--- config.mk ---
export PLATFORM = sky130hd
export DESIGN_NAME = power_floor_quotient_mod_core
export DESIGN_NICKNAME = d
export VERILOG_FILES = /design/src/design/pfqm_pkg.sv /design/src/design/power_floor_quotient_mod_core.sv
export SDC_FILE = /design/constraint.sdc
export NUM_CORES = 2
export LEC_CHECK = 0
export ABC_AREA = 1
export BUFFER_PORTS_ARGS = -buffer_cell sky130_fd_sc_hd__buf_2
export CELL_PAD_IN_SITES_DETAIL_PLACEMENT = 0
export CELL_PAD_IN_SITES_GLOBAL_PLACEMENT = 2
export CORE_UTILIZATION = 36
export CTS_BUF_LIST = sky130_fd_sc_hd__clkbuf_16
export CTS_CLUSTER_SIZE = 25
export DETAILED_ROUTE_END_ITERATION = 10
export PLACE_DENSITY_LB_ADDON = 0.1
export SETUP_SLACK_MARGIN = 0.3
export SYNTH_ARGS = -nofsm -noshare
export SYNTH_HDL_FRONTEND = slang
export SYNTH_SLANG_ARGS = --single-unit
export TNS_END_PERCENT = 10
--- constraint.sdc ---
create_clock -name clk_i -period 6.9 [get_ports clk_i]
set_input_delay 0.69 -clock clk_i [delete_from_list [all_inputs] [get_ports clk_i]]
set_output_delay 0.69 -clock clk_i [all_outputs]
set_load 0.05 [all_outputs]
--- src/design/pfqm_pkg.sv ---
// Shared constants for the power floor-quotient modulo block.
package pfqm_pkg;

  // Width of every port field
  localparam int FIELD_W = 32;

  // Default arithmetic width of the datapath
  localparam int WIDTH_DEFAULT = 32;

endpackage : pfqm_pkg

--- src/design/power_floor_quotient_mod_core.sv ---
// Top level: floor(x^y / k) mod p by square-and-multiply on a shared multiply/divide unit.
//
//   Channel | Direction | Handshake                 | Payload
//   --------+-----------+---------------------------+------------------------------------------
//   in      | request   | in_valid_i / in_stall_o   | base_value_i, exponent_i, divisor_i,
//           |           |                           | modulus_i
//   out     | result    | out_valid_o / out_stall_i | quotient_mod_o, bad_operand_o
//
// Sequence: a step is one multiply, a restoring division and a writeback; setup takes 3 steps
//   and each pair product 6. After a scan down to the top set exponent bit, a request runs
//   one squaring pair product per lower exponent bit and one more per set bit among them;
//   a zero divisor or modulus, or a zero exponent, skips the steps.
// Reset clears the sequencer and the output valid; the datapath registers are not reset.
// A request is taken once the last result is in the output register; a stall blocks only that.
module power_floor_quotient_mod_core #(
  parameter int WIDTH = pfqm_pkg::WIDTH_DEFAULT
) (
  input  logic                         clk_i,
  input  logic                         rst_ni,
  input  logic                         in_valid_i,
  output logic                         in_stall_o,
  input  logic [pfqm_pkg::FIELD_W-1:0] base_value_i,
  input  logic [pfqm_pkg::FIELD_W-1:0] exponent_i,
  input  logic [pfqm_pkg::FIELD_W-1:0] divisor_i,
  input  logic [pfqm_pkg::FIELD_W-1:0] modulus_i,
  output logic                         out_valid_o,
  input  logic                         out_stall_i,
  output logic [pfqm_pkg::FIELD_W-1:0] quotient_mod_o,
  output logic                         bad_operand_o
);

  localparam int DW = 2 * WIDTH;
  localparam int IW = $clog2(WIDTH);
  localparam int FW = pfqm_pkg::FIELD_W;

  typedef logic [WIDTH-1:0] word_t;
  typedef logic [IW-1:0]    idx_t;

  typedef enum logic [2:0] {
    ST_IDLE,
    ST_START,
    ST_MUL,
    ST_DIV,
    ST_WB,
    ST_SCAN,
    ST_FIN
  } state_e;

  // Arithmetic steps; each is one multiply followed by one division
  typedef enum logic [3:0] {
    SP_KP,   // k mod p
    SP_XK,   // x / k and x mod k
    SP_XKP,  // (x / k) mod p
    SP_T0A,  // (k mod p) * u.q mod p
    SP_T0B,  // previous * v.q mod p
    SP_T1,   // u.r * v.q mod p
    SP_T2,   // v.r * u.q mod p
    SP_RR,   // u.r * v.r divided by k
    SP_T3    // floor(u.r * v.r / k) mod p
  } step_e;

  // Modular add of two values already below the modulus
  function automatic word_t mod_add(word_t a, word_t b, word_t m);
    logic [WIDTH:0] s;
    logic [WIDTH:0] t;
    s = {1'b0, a} + {1'b0, b};
    t = s - {1'b0, m};
    if (s >= {1'b0, m}) begin
      return t[WIDTH-1:0];
    end
    return s[WIDTH-1:0];
  endfunction

  state_e state_q, state_d;
  step_e  step_q, step_d;
  logic   out_valid_q, out_valid_d;
  word_t  quot_out_q, quot_out_d;
  logic   bad_out_q, bad_out_d;

  word_t  x_q, x_d, y_q, y_d, k_q, k_d, p_q, p_d;
  word_t  kp_q, kp_d, bq_q, bq_d, br_q, br_d, aq_q, aq_d, ar_q, ar_d;
  word_t  tmp_q, tmp_d, sum_q, sum_d, nr_q, nr_d, res_q, res_d;
  logic   err_q, err_d, sel_q, sel_d;
  idx_t   idx_q, idx_d, cnt_q, cnt_d;
  word_t  rem_q, rem_d, lo_q, lo_d, d_q, d_d;

  word_t          mul_a, mul_b, div_d, vq, vr, madd;
  logic [DW-1:0]  prod;
  logic [WIDTH:0] rem_ext, rem_diff;
  logic           rem_ge, out_free;

  // Second operand of a pair product: base or accumulator
  assign vq = sel_q ? bq_q : aq_q;
  assign vr = sel_q ? br_q : ar_q;

  // Operand and divisor selection for the shared unit
  always_comb begin
    mul_a = x_q;
    mul_b = WIDTH'(1);
    div_d = p_q;
    case (step_q)
      SP_KP:  begin mul_a = k_q;   mul_b = WIDTH'(1); div_d = p_q; end
      SP_XK:  begin mul_a = x_q;   mul_b = WIDTH'(1); div_d = k_q; end
      SP_XKP: begin mul_a = tmp_q; mul_b = WIDTH'(1); div_d = p_q; end
      SP_T0A: begin mul_a = kp_q;  mul_b = aq_q;      div_d = p_q; end
      SP_T0B: begin mul_a = tmp_q; mul_b = vq;        div_d = p_q; end
      SP_T1:  begin mul_a = ar_q;  mul_b = vq;        div_d = p_q; end
      SP_T2:  begin mul_a = vr;    mul_b = aq_q;      div_d = p_q; end
      SP_RR:  begin mul_a = ar_q;  mul_b = vr;        div_d = k_q; end
      SP_T3:  begin mul_a = tmp_q; mul_b = WIDTH'(1); div_d = p_q; end
      default: begin mul_a = x_q;  mul_b = WIDTH'(1); div_d = p_q; end
    endcase
  end

  // Shared multiplier, restoring divide step and modular adder
  assign prod     = DW'(mul_a) * DW'(mul_b);
  assign rem_ext  = {rem_q, lo_q[WIDTH-1]};
  assign rem_diff = rem_ext - {1'b0, d_q};
  assign rem_ge   = (rem_ext >= {1'b0, d_q});
  assign madd     = mod_add(sum_q, rem_q, p_q);
  assign out_free = !out_valid_q || !out_stall_i;

  // Sequencer
  always_comb begin
    state_d     = state_q;
    step_d      = step_q;
    out_valid_d = out_valid_q;
    quot_out_d  = quot_out_q;
    bad_out_d   = bad_out_q;
    x_d   = x_q;   y_d   = y_q;   k_d   = k_q;   p_d   = p_q;
    kp_d  = kp_q;  bq_d  = bq_q;  br_d  = br_q;  aq_d  = aq_q;  ar_d = ar_q;
    tmp_d = tmp_q; sum_d = sum_q; nr_d  = nr_q;  res_d = res_q; err_d = err_q;
    sel_d = sel_q; idx_d = idx_q; cnt_d = cnt_q;
    rem_d = rem_q; lo_d  = lo_q;  d_d   = d_q;

    // result taken downstream
    if (out_valid_q && !out_stall_i) begin
      out_valid_d = 1'b0;
    end

    case (state_q)
      ST_IDLE: begin
        if (in_valid_i) begin
          x_d     = base_value_i[WIDTH-1:0];
          y_d     = exponent_i[WIDTH-1:0];
          k_d     = divisor_i[WIDTH-1:0];
          p_d     = modulus_i[WIDTH-1:0];
          state_d = ST_START;
        end
      end

      // special cases, else start the setup steps
      ST_START: begin
        if (k_q == '0 || p_q == '0) begin
          res_d   = '0;
          err_d   = 1'b1;
          state_d = ST_FIN;
        end else if (y_q == '0) begin
          res_d   = (k_q == WIDTH'(1) && p_q != WIDTH'(1)) ? WIDTH'(1) : '0;
          err_d   = 1'b0;
          state_d = ST_FIN;
        end else begin
          err_d   = 1'b0;
          step_d  = SP_KP;
          state_d = ST_MUL;
        end
      end

      // product loads the dividend
      ST_MUL: begin
        rem_d   = prod[DW-1:WIDTH];
        lo_d    = prod[WIDTH-1:0];
        d_d     = div_d;
        cnt_d   = idx_t'(WIDTH - 1);
        state_d = ST_DIV;
      end

      // one quotient bit per cycle; quotient shifts into lo
      ST_DIV: begin
        rem_d = rem_ge ? rem_diff[WIDTH-1:0] : rem_ext[WIDTH-1:0];
        lo_d  = {lo_q[WIDTH-2:0], rem_ge};
        if (cnt_q == '0) begin
          state_d = ST_WB;
        end else begin
          cnt_d = cnt_q - idx_t'(1);
        end
      end

      // take the remainder / quotient and pick the next step
      ST_WB: begin
        state_d = ST_MUL;
        case (step_q)
          SP_KP: begin
            kp_d   = rem_q;
            step_d = SP_XK;
          end
          SP_XK: begin
            br_d   = rem_q;
            tmp_d  = lo_q;
            step_d = SP_XKP;
          end
          SP_XKP: begin
            bq_d    = rem_q;
            aq_d    = rem_q;
            ar_d    = br_q;
            idx_d   = idx_t'(WIDTH - 1);
            state_d = ST_SCAN;
          end
          SP_T0A: begin
            tmp_d  = rem_q;
            step_d = SP_T0B;
          end
          SP_T0B: begin
            sum_d  = rem_q;
            step_d = SP_T1;
          end
          SP_T1: begin
            sum_d  = madd;
            step_d = SP_T2;
          end
          SP_T2: begin
            sum_d  = madd;
            step_d = SP_RR;
          end
          SP_RR: begin
            nr_d   = rem_q;
            tmp_d  = lo_q;
            step_d = SP_T3;
          end
          SP_T3: begin
            aq_d   = madd;
            ar_d   = nr_q;
            step_d = SP_T0A;
            if (!sel_q && y_q[idx_q]) begin
              sel_d = 1'b1;
            end else if (idx_q == '0) begin
              res_d   = madd;
              state_d = ST_FIN;
            end else begin
              sel_d = 1'b0;
              idx_d = idx_q - idx_t'(1);
            end
          end
          default: begin
            state_d = ST_IDLE;
          end
        endcase
      end

      // walk down to the top set exponent bit
      ST_SCAN: begin
        if (y_q[idx_q]) begin
          if (idx_q == '0) begin
            res_d   = aq_q;
            state_d = ST_FIN;
          end else begin
            idx_d   = idx_q - idx_t'(1);
            sel_d   = 1'b0;
            step_d  = SP_T0A;
            state_d = ST_MUL;
          end
        end else begin
          idx_d = idx_q - idx_t'(1);
        end
      end

      // hand over to the output register
      ST_FIN: begin
        if (out_free) begin
          out_valid_d = 1'b1;
          quot_out_d  = res_q;
          bad_out_d   = err_q;
          state_d     = ST_IDLE;
        end
      end

      default: begin
        state_d = ST_IDLE;
      end
    endcase
  end

  // State and output register
  always_ff @(posedge clk_i or negedge rst_ni) begin
    if (!rst_ni) begin
      state_q     <= ST_IDLE;
      out_valid_q <= 1'b0;
      quot_out_q  <= '0;
      bad_out_q   <= 1'b0;
    end else begin
      state_q     <= state_d;
      out_valid_q <= out_valid_d;
      quot_out_q  <= quot_out_d;
      bad_out_q   <= bad_out_d;
    end
  end

  // Datapath registers
  always_ff @(posedge clk_i) begin
    step_q <= step_d;
    x_q    <= x_d;   y_q   <= y_d;   k_q   <= k_d;   p_q  <= p_d;
    kp_q   <= kp_d;  bq_q  <= bq_d;  br_q  <= br_d;  aq_q <= aq_d;  ar_q <= ar_d;
    tmp_q  <= tmp_d; sum_q <= sum_d; nr_q  <= nr_d;  res_q <= res_d; err_q <= err_d;
    sel_q  <= sel_d; idx_q <= idx_d; cnt_q <= cnt_d;
    rem_q  <= rem_d; lo_q  <= lo_d;  d_q   <= d_d;
  end

  assign in_stall_o     = (state_q != ST_IDLE);
  assign out_valid_o    = out_valid_q;
  assign quotient_mod_o = FW'(quot_out_q);
  assign bad_operand_o  = bad_out_q;

  // Partial remainder stays below the divisor while dividing
  assert property (@(posedge clk_i) disable iff (!rst_ni)
    (state_q == ST_DIV) |-> (rem_q < d_q))
    else $error("partial remainder not below divisor");

  // Accumulator pair is reduced while scanning exponent bits
  assert property (@(posedge clk_i) disable iff (!rst_ni)
    (state_q == ST_SCAN) |-> ((aq_q < p_q) && (ar_q < k_q)))
    else $error("accumulator pair out of range");

  // Writeback only follows a completed division
  assert property (@(posedge clk_i) disable iff (!rst_ni)
    (state_q == ST_WB) |-> ($past(state_q) == ST_DIV))
    else $error("writeback without division");

  // Error results carry a zero value
  assert property (@(posedge clk_i) disable iff (!rst_ni)
    (out_valid_o && bad_operand_o) |-> (quotient_mod_o == '0))
    else $error("error result with non-zero value");

endmodule : power_floor_quotient_mod_core

==> Word-level counts from Yosys, hierarchy flattened <==
Index checks and enable logic that the tools add are counted.
{ "totals": {"input_bits": 132, "out_inout_bits": 35, "regBits": 565} }
{ "classes": {"n_eq_ne": 32, "magnitude_cmp": 3, "reduce_logical": 44, "n_addsub": 5, "n_mul": 1, "n_mux": 58} }
{ "ops": {"columns": ["operator", "count"], "rows": [
  ["2-to-1 mux 32 bit", 13],
  ["case mux 32 bit (2 select lines)", 6],
  ["case mux 32 bit (3 select lines)", 2],
  ["case mux 32 bit (5 select lines)", 1],
  ["logical NOT 32 bit", 3],
  [">= comparator 33 x 32 -> 1 bit", 2],
  ["multiplier 32 x 32 -> 64 bit", 1],
  ["subtractor 32 bit", 2],
  ["adder 32 x 32 -> 33 bit", 1],
  ["== test 32 x 1 -> 1 bit (second input constant)", 1],
  ["inequality test 32 x 1 -> 1 bit (second input constant)", 1],
  ["case mux 4 bit (8 select lines)", 1],
  ["case mux 5 bit (2 select lines)", 3],
  ["2-to-1 mux 3 bit", 8],
  ["inequality test 2 bit (second input constant)", 12],
  ["case mux 3 bit (7 select lines)", 1],
  ["2-to-1 mux 5 bit", 4],
  ["AND reduction 2 bit", 10],
  ["== test 4 x 3 -> 1 bit (second input constant)", 4],
  ["2-to-1 mux 4 bit", 4],
  ["case mux 4 bit (3 select lines)", 1],
  ["2-to-1 mux 1 bit", 11],
  ["logical NOT 5 bit", 2],
  ["nonzero test 2 bit", 5],
  ["27 further kinds", 44]
]} }

==> Depth between registers and ports, before layout <==
{ "logic_depth": {"word_depth": 8, "depth_mapped": 40} }

==> Worst setup path after synthesis <==
Ideal clock, no wire load.
{ "synth_timing": {"path_kind": "reg-to-reg", "from": "reg step_q[0]", "to": "reg rem_q[0], data pin", "path_stages_with_launch": 36, "setup_time_ns": 0.254, "period_less_slack_ns": 7.571, "t_arrival_ns": 7.318, "setup_slack_ns": -0.671, "cell_sequence": "edfxtp_1 -> nand2_1 -> nor2_4 -> inv_4 -> nand2_4 -> nor2_4 -> inv_4 -> buf_12 -> a221oi_4 -> buf_2 -> nor2_1 -> fa_1 -> inv_1 -> fa_1 -> fa_1 -> fa_1 -> inv_1 -> fa_1 -> inv_1 -> fa_1 -> inv_1 -> fa_1 -> fa_1 -> ha_1 -> nand2_1 -> nor2_1 -> inv_1 -> nor2_1 -> and2_1 -> nand2_1 -> nand3_1 -> nand2_1 -> nand2_1 -> or2_2 -> nand2_1 -> nand2_1"} }
{ "synth_between": {"elab_chain_len": 5} }
{ "synth_lines": {"columns": ["item", "line", "text"], "rows": [
  ["start, declared", "power_floor_quotient_mod_core.sv:75", "step_e step_q, step_d;"],
  ["start signal, assigned", "power_floor_quotient_mod_core.sv:300", "step_q <= step_d;"],
  ["== test 4 bit (tied with other cells)", "power_floor_quotient_mod_core.sv:101", "case (step_q)"],
  ["OR reduction 3 bit (no line) or OR reduction 2 bit (tied branches)", null, null],
  ["case mux 32 bit (5 select lines) or case mux 32 bit (3 select lines) (tied branches)", "power_floor_quotient_mod_core.sv:101", null],
  ["multiplier 32 x 32 -> 64 bit *", "power_floor_quotient_mod_core.sv:116", "assign prod = DW'(mul_a) * DW'(mul_b);"],
  ["case mux 32 bit (2 select lines) *", "power_floor_quotient_mod_core.sv:141", "case (state_q)"],
  ["named net rem_d[0]", "power_floor_quotient_mod_core.sv:85", "word_t rem_q, rem_d, lo_q, lo_d, d_q, d_d;"],
  ["end signal, assigned", "power_floor_quotient_mod_core.sv:305", "rem_q <= rem_d; lo_q <= lo_d; d_q <= d_d;"],
  ["end, declared", "power_floor_quotient_mod_core.sv:85", null]
]} }
The timed path passes the listed nets; every way through them passes the cells marked *.
A chain may end at the register's enable or synchronous reset.

==> Final worst setup path <==
{ "layout_timing": {"from": "reg step_q[1]", "to": "reg lo_q[30], data pin"} }
{ "layout_between": {"elab_chain_len": 5} }
{ "layout_lines": {"columns": ["item", "line"], "rows": [
  ["== test 4 bit (tied with other cells)", "power_floor_quotient_mod_core.sv:101"],
  ["OR reduction 3 bit (no line) or OR reduction 2 bit (tied branches)", null],
  ["case mux 32 bit (5 select lines) or case mux 32 bit (3 select lines) (tied branches)", "power_floor_quotient_mod_core.sv:101"],
  ["multiplier 32 x 32 -> 64 bit *", "power_floor_quotient_mod_core.sv:116"],
  ["case mux 32 bit (2 select lines) *", "power_floor_quotient_mod_core.sv:141"],
  ["named net lo_d[30]", "power_floor_quotient_mod_core.sv:85"],
  ["end signal, assigned", "power_floor_quotient_mod_core.sv:305"],
  ["end, declared", "power_floor_quotient_mod_core.sv:85"]
]} }
Marked as above.

==> summary.md <==
The final-layout setup total negative slack is -73.28 ns, and the area added between synthesis and finish is 24.4%. The net count of the finished layout is 10632. TritonCTS built the clock tree. The share of final-layout standard cells stronger than drive strength 1 was 20.0%.

In the routed design, unresolved DRC markers number 0. The critical path starts at step_q[1]$_DFFE_PP_. Clock buffer count from CTS: 67. The initial antenna violation count came out at 34.

The worst-case headroom to the max-slew limit was 19.1%; the number of endpoints failing setup at the final stage was 55. The tools report the kind of start point of the critical path as a flip-flop. The detail-routed via count per cell was 5.17; the width of the die was 432 µm. Before antenna repair, the detailed router went through 6 iterations.

The mapped netlist covers 0.0665 mm². Synthesis handed over a netlist of 8236 instances. The initial core utilization was 36.3%; the number of cells after detailed placement was 11570.

The final worst-path cycle share is 123%, and the clock sink count is 565. Most instantiated library cell after synthesis: sky130_fd_sc_hd__nand2_1. The violation count after the first detailed-routing iteration is 7106. The run gives 0.141 ns as the worst hold slack.

The first global-routing pass estimated 455000 µm of wire. The share of the synthesized area in the top cell type is 27.1%, and the global-route usage over all layers is 34.8%. Based on the critical path, the design can be clocked at up to 118 MHz. The via count of the first global-routing pass is 59628. The run gives 0 as the max-slew violation count. The critical path is of the reg2reg type. Once detail routing completed, the nets flagged for antenna violations numbered 0.

The clock arrives with 0.0450 ns of skew. In this run the worst path has a maximum fanout of 12. The tools report the launch point of the worst reg-to-reg path as step_q[1]$_DFFE_PP_. Counting along the longest clock path gives a buffer depth of 3. The number of ports placed on the die boundary was 167. In the synthesized netlist the async set-or-reset flop fraction comes to 6.55%.

The cell at the slowest stage of the critical path was sky130_fd_sc_hd__fa_2. The total wirelength of the detailed-routed design was 325000 µm. The checks that failed: setup timing. For the via count of the routed design, the log shows 60808. The slew at the pin closest to its max-slew limit came out at 1.21 ns.

The path class of the tightest hold or removal check is in2async. After synthesis, the netlist uses 53 different library cells. For the non-filler instance count after layout, the log shows 11772. At the later pin of the worst-skew pair, clock insertion delay measures 0.69 ns. During placement, the flow inserted port buffers numbering 166. The synthesized design contains 565 register bits. Setup repair after global routing could not meet its margin everywhere. The smallest setup slack after layout was -1.59 ns. The floorplan step defined a die boundary enclosing 0.187 mm².

The commonest cells after synthesis are sky130_fd_sc_hd__nand2_1 (2309), sky130_fd_sc_hd__inv_1 (1729), sky130_fd_sc_hd__fa_1 (899). The floorplan has 157 rows. Data on the critical path is required at its endpoint by 7.35 ns. The mean post-synth cell area was 8.08 µm².

The largest net degree at the start of global routing is 97, and the number of enable flip-flop cells after synthesis is 528. Kind of end point of the critical path: a flip-flop. Summed over all instances, the cell type with the most area after synthesis is sky130_fd_sc_hd__fa_1. The flip-flop cell with the highest count after synthesis was sky130_fd_sc_hd__edfxtp_1. The core region is 0.183 mm². The die height was 432 µm; the detailed placer's ending HPWL was 276000 µm. Cell chosen for the clock root: sky130_fd_sc_hd__clkbuf_16. The tool flagged a number of max-cap violations equal to 0. By area the synthesized netlist is led by sky130_fd_sc_hd__fa_1 (27%), sky130_fd_sc_hd__edfxtp_1 (24%), sky130_fd_sc_hd__nand2_1 (13%), sky130_fd_sc_hd__inv_1 (9.8%), sky130_fd_sc_hd__ha_1 (6.8%).

For the number of hold violations in the final report, the log shows 0. Summed over all layers, the global routing overflow is 0. The largest single stage delay on the critical path is 0.71 ns. Data arrival time at the worst-slack endpoint: 8.94 ns.

The logs give 1.02 for the global placement routability congestion and 9628 for the number of nets produced by synthesis. Yosys printed 0 warnings. For the finished layout, the period the worst path requires is 8.49 ns. The proportion of synthesized chip area in sequential cells was 25.2%. In this run the number of H-tree levels came out at 3.

In the final routed layout, each cell accounts on average for 27.6 µm. Clock-pin slew was measured on the worst setup and hold paths at 0.08 ns. The run finished, with violations left.
area by class of cell:
cell class,instances,area (µm²)
diodes,14,35.0
clock buffers,67,1680
clock inverters,56,520
fillers,18614,100000
inverters,1778,6740
multi-input cells,5628,43900
flip-flops and latches,565,16800
well taps,2464,3080
repair buffers,1200,10000
path summary, 6_finish.rpt:
kind,cells past startpoint,to,slack [ns]
worst max-delay path,37,lo_q[30]$_DFFE_PP_,-1.59
worst min-delay path,1,quotient_mod_o[16]$_DFFE_PN0P_,0.14
worst max register to register,37,lo_q[30]$_DFFE_PP_,-1.59
worst min register to register,1,quotient_mod_o[16]$_DFFE_PN0P_,0.47
max in group asynchronous,1,state_q[1]$_DFFE_PN0P_,6.20
min in group clk_i,1,x_q[1]$_DFFE_PP_,0.17
repair_timing:
action | in CTS | in global routing
hold buffers | 0 | 0
gates cloned | 2 | 0
endpoints found under the setup margin | 56 | 56
pin swaps | 67 | 23
buffers inserted | 43 | 20
resized for setup | 363 | 85
through the flow:
step | utilization (%) | setup WS, ns | instance area [µm²]
after floorplan | - | -0.496 | 67000
final | 45.2 | -1.59 | 82800
after CTS | 44.9 | -1.52 | 82300
after global placement | 42.7 | -2.18 | 78200
after global routing | 45.2 | -1.89 | 82800
after detailed placement | 42.7 | -2.18 | 78200
logic make-up (layout without fill, tap and decap cells):
| group | count (synthesis) | after routing | synth area share (%) |
|---|---|---|---|
| compound gates | 440 | 440 | 4.33 |
| xor+xnor | 75 | 75 | 0.987 |
| fa+ha+maj | 1260 | 1260 | 33.8 |
| buf+inv | 2043 | 3101 | 11.9 |
| flops | 565 | 565 | 25.2 |
| mux | 33 | 33 | 0.559 |
| other cells | 0 | 14 | 0 |
| simple gates | 3820 | 3820 | 23.1 |
critical path: cells and delay by family (launching register included):
kind            cells  cell delay, ns
fa+ha+maj           9            4.56
buf+inv            12            1.43
simple gates       14            1.30
flops               1            0.47
compound gates      2            0.45
layer usage:
layer  vias to the layer above  global-route usage (%)  share of wire (%)
met4                        10                    6.60                2.2
met3                       281                    9.11                 10
met5                         -                       0              0.017
met1                     30777                    52.9                 47
li1                      27113                       -                  -
met2                      2627                    49.3                 41
cell usage in the layout (no fill, tap or decap), types with 38 or more instances in the layout:
master,instances
sky130_fd_sc_hd__inv_1,1715
sky130_fd_sc_hd__nand4_1,91
sky130_fd_sc_hd__inv_2,47
sky130_fd_sc_hd__nor2_1,801
sky130_fd_sc_hd__buf_4,889
sky130_fd_sc_hd__buf_2,167
sky130_fd_sc_hd__edfxtp_1,528
sky130_fd_sc_hd__fa_2,77
sky130_fd_sc_hd__nor2_2,60
sky130_fd_sc_hd__nand3_1,397
sky130_fd_sc_hd__a21oi_1,124
sky130_fd_sc_hd__xnor2_1,39
sky130_fd_sc_hd__buf_6,38
sky130_fd_sc_hd__ha_1,323
sky130_fd_sc_hd__o21ai_0,112
sky130_fd_sc_hd__nand2_2,73
sky130_fd_sc_hd__nand2_1,2229
sky130_fd_sc_hd__clkbuf_16,67
sky130_fd_sc_hd__fa_1,822
sky130_fd_sc_hd__buf_12,101
Power is not shown: default switching activity piles up to over one toggle a cycle in this logic, so the estimate is an artifact.
